### src/rtl/fgl_ram.sv
`timescale 1ns / 1ps

// Simple dual-port RAM: one write port, one read port, registered read data.
module fgl_ram #(
   parameter int WIDTH = 32,
   parameter int DEPTH = 16,
   localparam int AW = (DEPTH > 1) ? $clog2(DEPTH) : 1
) (
   input  logic             clock,
   input  logic             wr_en,
   input  logic [AW-1:0]    wr_addr,
   input  logic [WIDTH-1:0] wr_data,
   input  logic [AW-1:0]    rd_addr,
   output logic [WIDTH-1:0] rd_data
);

   logic [WIDTH-1:0] mem_ff [DEPTH];
   logic [WIDTH-1:0] rd_data_ff;

   always_ff @(posedge clock) begin
      if (wr_en) begin
         mem_ff[wr_addr] <= wr_data;
      end
      rd_data_ff <= mem_ff[rd_addr];
   end

   assign rd_data = rd_data_ff;

endmodule

### config.mk
export PLATFORM = sky130hd
export DESIGN_NAME = fgl_ram
export DESIGN_NICKNAME = d
export VERILOG_FILES = /design/src/rtl/fgl_ram.sv
export SDC_FILE = /design/constraint.sdc
export NUM_CORES = 1
export LEC_CHECK = 0
export ABC_AREA = 0
export BUFFER_PORTS_ARGS = -buffer_cell sky130_fd_sc_hd__buf_2
export CORE_UTILIZATION = 45
export CTS_BUF_LIST = sky130_fd_sc_hd__clkbuf_16
export DETAILED_ROUTE_END_ITERATION = 16
export PLACE_DENSITY = 0.64
export SETUP_SLACK_MARGIN = 0.15
export SLEW_MARGIN = 40
export SYNTH_ARGS = -nofsm -noshare
export SYNTH_HDL_FRONTEND = slang
export SYNTH_SLANG_ARGS = --single-unit
### constraint.sdc
create_clock -name clock -period 5.5 [get_ports clock]
set_input_delay 1.1 -clock clock [delete_from_list [all_inputs] [get_ports clock]]
set_output_delay 1.1 -clock clock [all_outputs]
set_load 0.005 [all_outputs]
==> impl_metrics.sql, run 1 <==
INSERT INTO impl_metrics (metric_group, metric, value, unit) VALUES
('setup_path', 'critPathCapture', 'mem_ff[1][2]$_DFFE_PP_', ''),
('sta', 'worst_pin_slew', '0.797', 'ns'),
('global_route', 'first_global_vias', '9309', ''),
('setup_path', 'reg2reg_to', 'rd_data[19]$_DFF_P_', ''),
('cells_and_area', 'syn_to_final_growth', '16.0', '%'),
('cells_and_area', 'count_of_fill_cells_added_during_filler_insertion', '3294', ''),
('cts', 'tritoncts.num_buffers', '54', ''),
('global_route', 'largest_net_degree_at_the_start_of_global_routing', '89', ''),
('sta', 'timing_max_transition_violations_final', '0', ''),
('yosys', 'synth_seq_cells', '544', ''),
('floorplanning', 'ioPinCount', '74', ''),
('sta', 'finalHoldWorstSlack', '0.657', 'ns'),
('status', 'status', 'completed', ''),
('yosys', 'synth_edf_count', '512', ''),
('power_and_ir_drop', 'max-vdd-ir-drop', '0.219', 'mV'),
('floorplanning', 'core-area', '43300', 'um^2'),
('sta', 'final_hold_viol_count', '0', ''),
('cts', 'clock_tree_root_driver_cell', 'clkbuf_16', ''),
('floorplanning', 'placement_rows', '76', ''),
('power_and_ir_drop', 'power_density', '377', 'nW/um^2'),
('setup_path', 'critPathCaptureType', 'flip-flop', ''),
('placement', 'gp_congestion', '0.699', ''),
('routing', 'routed_via_density', '5.69', ''),
('sta', 'final-setup-viol-count', '0', ''),
('yosys', 'synth.lib_cells_used.distinct', '18', ''),
('floorplanning', 'die-height', '212', 'um'),
('cts', 'clock-sinks', '544', ''),
('yosys', 'post-synth-top-area-cell', 'edfxtp_1', ''),
('routing', 'drtPass1Iterations', '5', ''),
('routing', 'routedWlPerCell', '25.9', 'um'),
('cts', 'cts.clk_slew.worst_paths', '0.06', 'ns'),
('setup_path', 'cp_data_required_time', '5.74', 'ns'),
('yosys', 'syn-num-nets', '880', ''),
('sta', 'relSlewSlack', '46.7', '%'),
('cts', 'number_of_gates_resized_after_cts', '0', ''),
('sta', 'finalSetupTns', '0', 'ns'),
('min_path', 'holdCritPathClass', 'reg2reg', ''),
('sta', 'post-route-period-util', '48.7', '%'),
('yosys', 'synthesis.area', '19900', 'um^2'),
('power_and_ir_drop', 'cellLeakagePower', '7.45', 'nW'),
('routing', 'route.antenna.remaining_nets', '0', ''),
('floorplanning', 'area_of_the_die', '45000', 'um^2'),
('sta', 'clock.fmax', '373', 'MHz'),
('yosys', 'synth_top_flop_cell', 'edfxtp_1', ''),
('run', 'max_cap_viol_count', '0', ''),
('cells_and_area', 'nets', '999', ''),
('placement', 'dp.final_hpwl', '22600', 'um'),
('cells_and_area', 'fin_util', '53.2', '%'),
('global_route', 'grt_pass1_wl', '60900', 'um'),
('routing', 'detailedRoute.firstIterationViolations', '773', ''),
('cts', 'clock_tree_from_tritoncts', 'done', ''),
('sta', 'period_minus_slack', '2.68', 'ns'),
('yosys', 'yosysSeqAreaShare', '80.7', '%'),
('yosys', 'ys_warn_count', '0', ''),
('setup_path', 'reg2reg_depth', '3', ''),
('routing', 'route.final.wire_length', '41200', 'um'),
('setup_path', 'critical_path.max_fanout', '17', ''),
('placement', 'io_buffer_count', '73', ''),
('routing', 'route.detailed.drc', '0', ''),
('yosys', 'top_cells_by_area_in_the_synthesized_netlist', 'edfxtp_1 77%, mux4_2 15%, dfxtp_1 3.2%', ''),
('routing', 'route.vias.total', '9052', ''),
('yosys', 'synth_most_common_cell', 'edfxtp_1', ''),
('yosys', 'synth_top_area_share', '77.4', '%'),
('sta', 'setup_repair_after_global_routing_missed_its_margin', 'false', ''),
('setup_path', 'arr_time_crit_path', '2.92', 'ns'),
('setup_path', 'r2r_setup_slack', '4.12', 'ns'),
('global_route', 'global_route.usage.total', '19.0', '%'),
('floorplanning', 'die_width', '212', 'um'),
('placement', 'dpl-instance-area', '21300', 'um^2'),
('global_route', 'leftover_overflow_at_the_end_of_global_routing', '0', ''),
('setup_path', 'critPathLaunch', 'wr_addr[2]', '');
## layer usage
metal / wire length (um) / part of all wire (%) / GRT usage [%] / vias to the layer above
met3: 3390 / 8.2 / 4.24 / 59
li1: - / - / - / 3822
met1: 17700 / 43 / 28.2 / 4815
met4: 643 / 1.6 / 4.87 / 6
met2: 19400 / 47 / 28.7 / 350
met5: 39 / 0.095 / 0 / -
## sequential cells by signal (all words and copies together), names as in the netlist
register	cells
rd_data	32
mem_ff	512
## placed cells by master, fill, tap and decap left out
cell type	netlist	routed
buf_12	0	2
clkinv_2	0	10
diode_2	0	2
nand2_1	33	33
nor2_4	0	13
buf_16	0	4
nand2b_1	2	2
buf_4	11	26
buf_2	4	71
nand3_1	1	1
clkinv_4	0	1
dfxtp_1	32	32
and2_4	0	1
inv_1	0	9
or3b_2	1	1
edfxtp_1	512	512
clkinv_1	0	19
nor2b_4	0	2
nor3_2	0	4
mux4_2	128	128
nand3b_1	2	2
clkbuf_16	0	58
buf_8	0	2
bufinv_16	0	6
a22oi_1	64	64
## metrics by stage
stage / setup WS [ns] / total power, mW
after floorplan: 1.22 / 4.97
after global placement: 2.19 / 5.14
after detailed placement: 2.25 / 5.15
after CTS: 2.85 / 8.76
after global routing: 2.76 / 8.93
final: 2.82 / 8.68
## logic make-up after synthesis
group	Yosys count	share of synthesized area (%)
buffers and inverters	43	1.12
and+or+nand+nor	59	1.27
muxes	128	14.5
DFF	544	80.7
AOI/OAI and AO/OA	64	2.42
## power breakdown
group	total, mW	internal (mW)	switching [mW]	leakage, nW
sequential	4.66	4.63	0.0263	4.89
clock	3.62	2.14	1.48	0.908
combinational	0.398	0.168	0.230	1.65
total	8.68	6.94	1.74	7.45
## critical path, stage by stage
cell    delay, ns
buf_2        0.11
or3b_2       0.59
nor2_4       0.65
buf_4        0.45
## worst min-delay path by stage
stage	start	end	slack (ns)	depth (start not counted)
2_1_floorplan	mem_ff[14][0]$_DFFE_PP_	rd_data[0]$_DFF_P_	0.63	3
4_1_cts	mem_ff[12][1]$_DFFE_PP_	rd_data[1]$_DFF_P_	0.66	3
3_3_place_gp	mem_ff[14][10]$_DFFE_PP_	rd_data[10]$_DFF_P_	0.65	3
6_report	mem_ff[12][1]$_DFFE_PP_	rd_data[1]$_DFF_P_	0.66	3
5_1_grt	mem_ff[12][0]$_DFFE_PP_	rd_data[0]$_DFF_P_	0.69	3
3_5_place_dp	mem_ff[12][0]$_DFFE_PP_	rd_data[0]$_DFF_P_	0.66	3
## area by class of cell
| cell class | count | area [um^2] | share of cell area, % |
|---|---|---|---|
| timing repair buffer | 106 | 756 | 3.28 |
| multi-input combinational | 251 | 3750 | 16.3 |
| clock buffer | 57 | 1430 | 6.19 |
| antenna | 2 | 5.00 | 0.0217 |
| sequential | 544 | 16000 | 69.5 |
| tap | 585 | 732 | 3.18 |
| clock inverter | 45 | 344 | 1.49 |
Power figures use the tool's default switching activity.
==> run 2: changes to the inputs <==
--- a/config.mk
+++ b/config.mk
@@ -10,7 +10,7 @@
 export CORE_UTILIZATION = 45
 export CTS_BUF_LIST = sky130_fd_sc_hd__clkbuf_16
 export DETAILED_ROUTE_END_ITERATION = 16
-export PLACE_DENSITY = 0.64
+export PLACE_DENSITY = 0.66
 export SETUP_SLACK_MARGIN = 0.15
 export SLEW_MARGIN = 40
 export SYNTH_ARGS = -nofsm -noshare
==> constraint.sdc (replaced) <==
create_clock -name clock -period 2.45 [get_ports clock]
set_input_delay 0.49 -clock clock [delete_from_list [all_inputs] [get_ports clock]]
set_output_delay 0.49 -clock clock [all_outputs]
set_load 0.005 [all_outputs]
==> impl_metrics.sql, run 2 (synthesis gave the netlist of run 1 again) <==
INSERT INTO impl_metrics (metric_group, metric, value, unit) VALUES
('floorplanning', 'ioPinCount', '74', ''),
('setup_path', 'startpoint_class_of_the_critical_path', 'flip-flop', ''),
('routing', 'route.vias.total', '8939', ''),
('floorplanning', 'die-height', '212', 'um'),
('floorplanning', 'placement_rows', '76', ''),
('min_path', 'holdCritPathClass', 'in2reg', ''),
('cts', 'tritoncts.num_buffers', '53', ''),
('global_route', 'first_global_vias', '9354', ''),
('sta', 'post-route-period-util', '66.0', '%'),
('cells_and_area', 'registers.top_by_ff_count', 'mem_ff', ''),
('cells_and_area', 'layout.cells.most_common_list', '512 x edfxtp_1, 128 x mux4_2, 71 x buf_2, 64 x a22oi_1, 53 x clkbuf_16', ''),
('cts', 'postCtsSetupRepairBufs', '0', ''),
('cts', 'cts.clk_slew.worst_paths', '0.06', 'ns'),
('cts', 'number_of_gates_resized_after_cts', '0', ''),
('setup_path', 'cp_data_required_time', '1.96', 'ns'),
('cells_and_area', 'fin_util', '53.4', '%'),
('global_route', 'leftover_overflow_at_the_end_of_global_routing', '0', ''),
('setup_path', 'timing.setup.critical_path_class', 'reg2out', ''),
('sta', 'relSlewSlack', '64.2', '%'),
('sta', 'period_minus_slack', '1.62', 'ns'),
('cts', 'clkLatencyLatePin', '0.57', 'ns'),
('routing', 'routed_via_density', '5.64', ''),
('cells_and_area', 'final_cell_area', '23100', 'um^2'),
('cts', 'max-clock-path-buffers', '3', ''),
('sta', 'final.setup_skew', '0.0101', 'ns'),
('placement', 'dpl_worst_slack', '0.352', 'ns'),
('floorplanning', 'starting_density_of_the_core', '45.9', '%'),
('cts', 'h_tree_depth', '2', ''),
('cts', 'cts.hold.buffers_added', '0', ''),
('sta', 'timing_max_transition_violations_final', '0', ''),
('sta', 'final-setup-viol-count', '0', ''),
('global_route', 'global_route.usage.total', '18.9', '%'),
('power_and_ir_drop', 'switching_share', '20.2', '%'),
('power_and_ir_drop', 'power_frac_seq', '55.2', '%'),
('cells_and_area', 'mostFrequentLayoutCell', 'edfxtp_1', ''),
('global_route', 'largest_net_degree_at_the_start_of_global_routing', '64', ''),
('power_and_ir_drop', 'power_switching', '3.84', 'mW'),
('sta', 'setup_repair_after_global_routing_missed_its_margin', 'false', ''),
('cells_and_area', 'syn_to_final_growth', '16.4', '%'),
('routing', 'detailedRoute.firstIterationViolations', '792', ''),
('power_and_ir_drop', 'power_density', '821', 'nW/um^2'),
('setup_path', 'critical_path.max_stage_delay', '0.41', 'ns'),
('cells_and_area', 'largest_register_ff_count', '512', ''),
('floorplanning', 'die_width', '212', 'um'),
('routing', 'route.antenna.remaining_nets', '0', ''),
('power_and_ir_drop', 'power.total', '19.0', 'mW'),
('floorplanning', 'area_of_the_die', '45000', 'um^2'),
('sta', 'clock.fmax', '618', 'MHz'),
('cells_and_area', 'antennaDiodeCount', '0', ''),
('routing', 'route.final.wire_length', '40700', 'um'),
('power_and_ir_drop', 'max-vdd-ir-drop', '0.470', 'mV'),
('setup_path', 'crit_chain', 'buf_2', ''),
('cts', 'clock-sinks', '544', ''),
('cts', 'clock_tree_from_tritoncts', 'done', ''),
('setup_path', 'critical_path_buf_inv_count', '1', ''),
('power_and_ir_drop', 'share_comb_of_total_power', '4.9', '%'),
('routing', 'routedWlPerCell', '25.7', 'um'),
('setup_path', 'critical_path.top_delay_family', 'flip-flops', ''),
('power_and_ir_drop', 'internal-power', '15.1', 'mW'),
('routing', 'drtPass1Iterations', '5', ''),
('placement', 'dpl-instance-area', '21500', 'um^2'),
('sta', 'worst_pin_slew', '0.536', 'ns'),
('status', 'status', 'completed', ''),
('sta', 'timing.final.ws_setup', '0.833', 'ns'),
('power_and_ir_drop', 'cellLeakagePower', '7.44', 'nW'),
('power_and_ir_drop', 'clock_power_share', '39.9', '%'),
('setup_path', 'arr_time_crit_path', '1.13', 'ns'),
('setup_path', 'r2r_setup_slack', '1.11', 'ns'),
('global_route', 'number_of_antenna_violations_at_the_first_check_in_global_routing', '4', ''),
('run', 'max_cap_viol_count', '0', ''),
('placement', 'dp.final_hpwl', '20600', 'um'),
('cts', 'clock_tree_root_driver_cell', 'clkbuf_16', ''),
('setup_path', 'slowest_stage_cell_crit_path', 'dfxtp_1', ''),
('setup_path', 'critical_path.max_fanout', '1', ''),
('cells_and_area', 'layout-drive-gt1-share', '32.9', '%'),
('routing', 'route.detailed.drc', '0', ''),
('setup_path', 'critPathCaptureType', 'output pin', ''),
('cells_and_area', 'nets', '1000', ''),
('placement', 'gp_congestion', '0.707', ''),
('placement', 'io_buffer_count', '73', ''),
('global_route', 'grt_pass1_wl', '60900', 'um'),
('floorplanning', 'core-area', '43300', 'um^2'),
('sta', 'final_hold_viol_count', '0', '');
[run 2: final timing paths]
path,from,end,depth (start not counted)
max,rd_data[31]$_DFF_P_,rd_data[31],1
min,wr_data[26],mem_ff[1][26]$_DFFE_PP_,1
max reg2reg,mem_ff[0][24]$_DFFE_PP_,rd_data[24]$_DFF_P_,3
min reg2reg,mem_ff[14][9]$_DFFE_PP_,rd_data[9]$_DFF_P_,3
[run 2: final cells by class]
type                    instances  area, um^2
well taps                     585         732
clock inverters                44         294
fillers                      3270       20200
repair buffers                108         965
multi-input cells             251        3770
clock buffers                  53        1330
flip-flops and latches        544       16000
[run 2: per-layer routing]
layer	vias up	track usage (%)	routed length (um)
met2	291	29.6	19500
li1	3818	-	-
met3	59	3.47	2450
met1	4763	27.5	17900
met4	8	5.32	802
met5	-	0	45
[run 2: metrics by stage]
step                TNS [ns]  hold WS (ns)  cells
finish                     0         0.289   1585
CTS                        0         0.251   1585
global route               0         0.273   1585
floorplan             -41.18         0.589    838
detailed placement         0         0.658   1488
global placement           0         0.649   1488
[run 2: power groups by stage]
stage	Combinational [mW]	Clock [mW]	Sequential, mW
global route	1.01	8.12	10.5
floorplan	0.504	0	10.7
detailed placement	0.940	0	10.7
finish	0.927	7.58	10.5
CTS	0.944	7.75	10.5
global placement	0.924	0	10.7
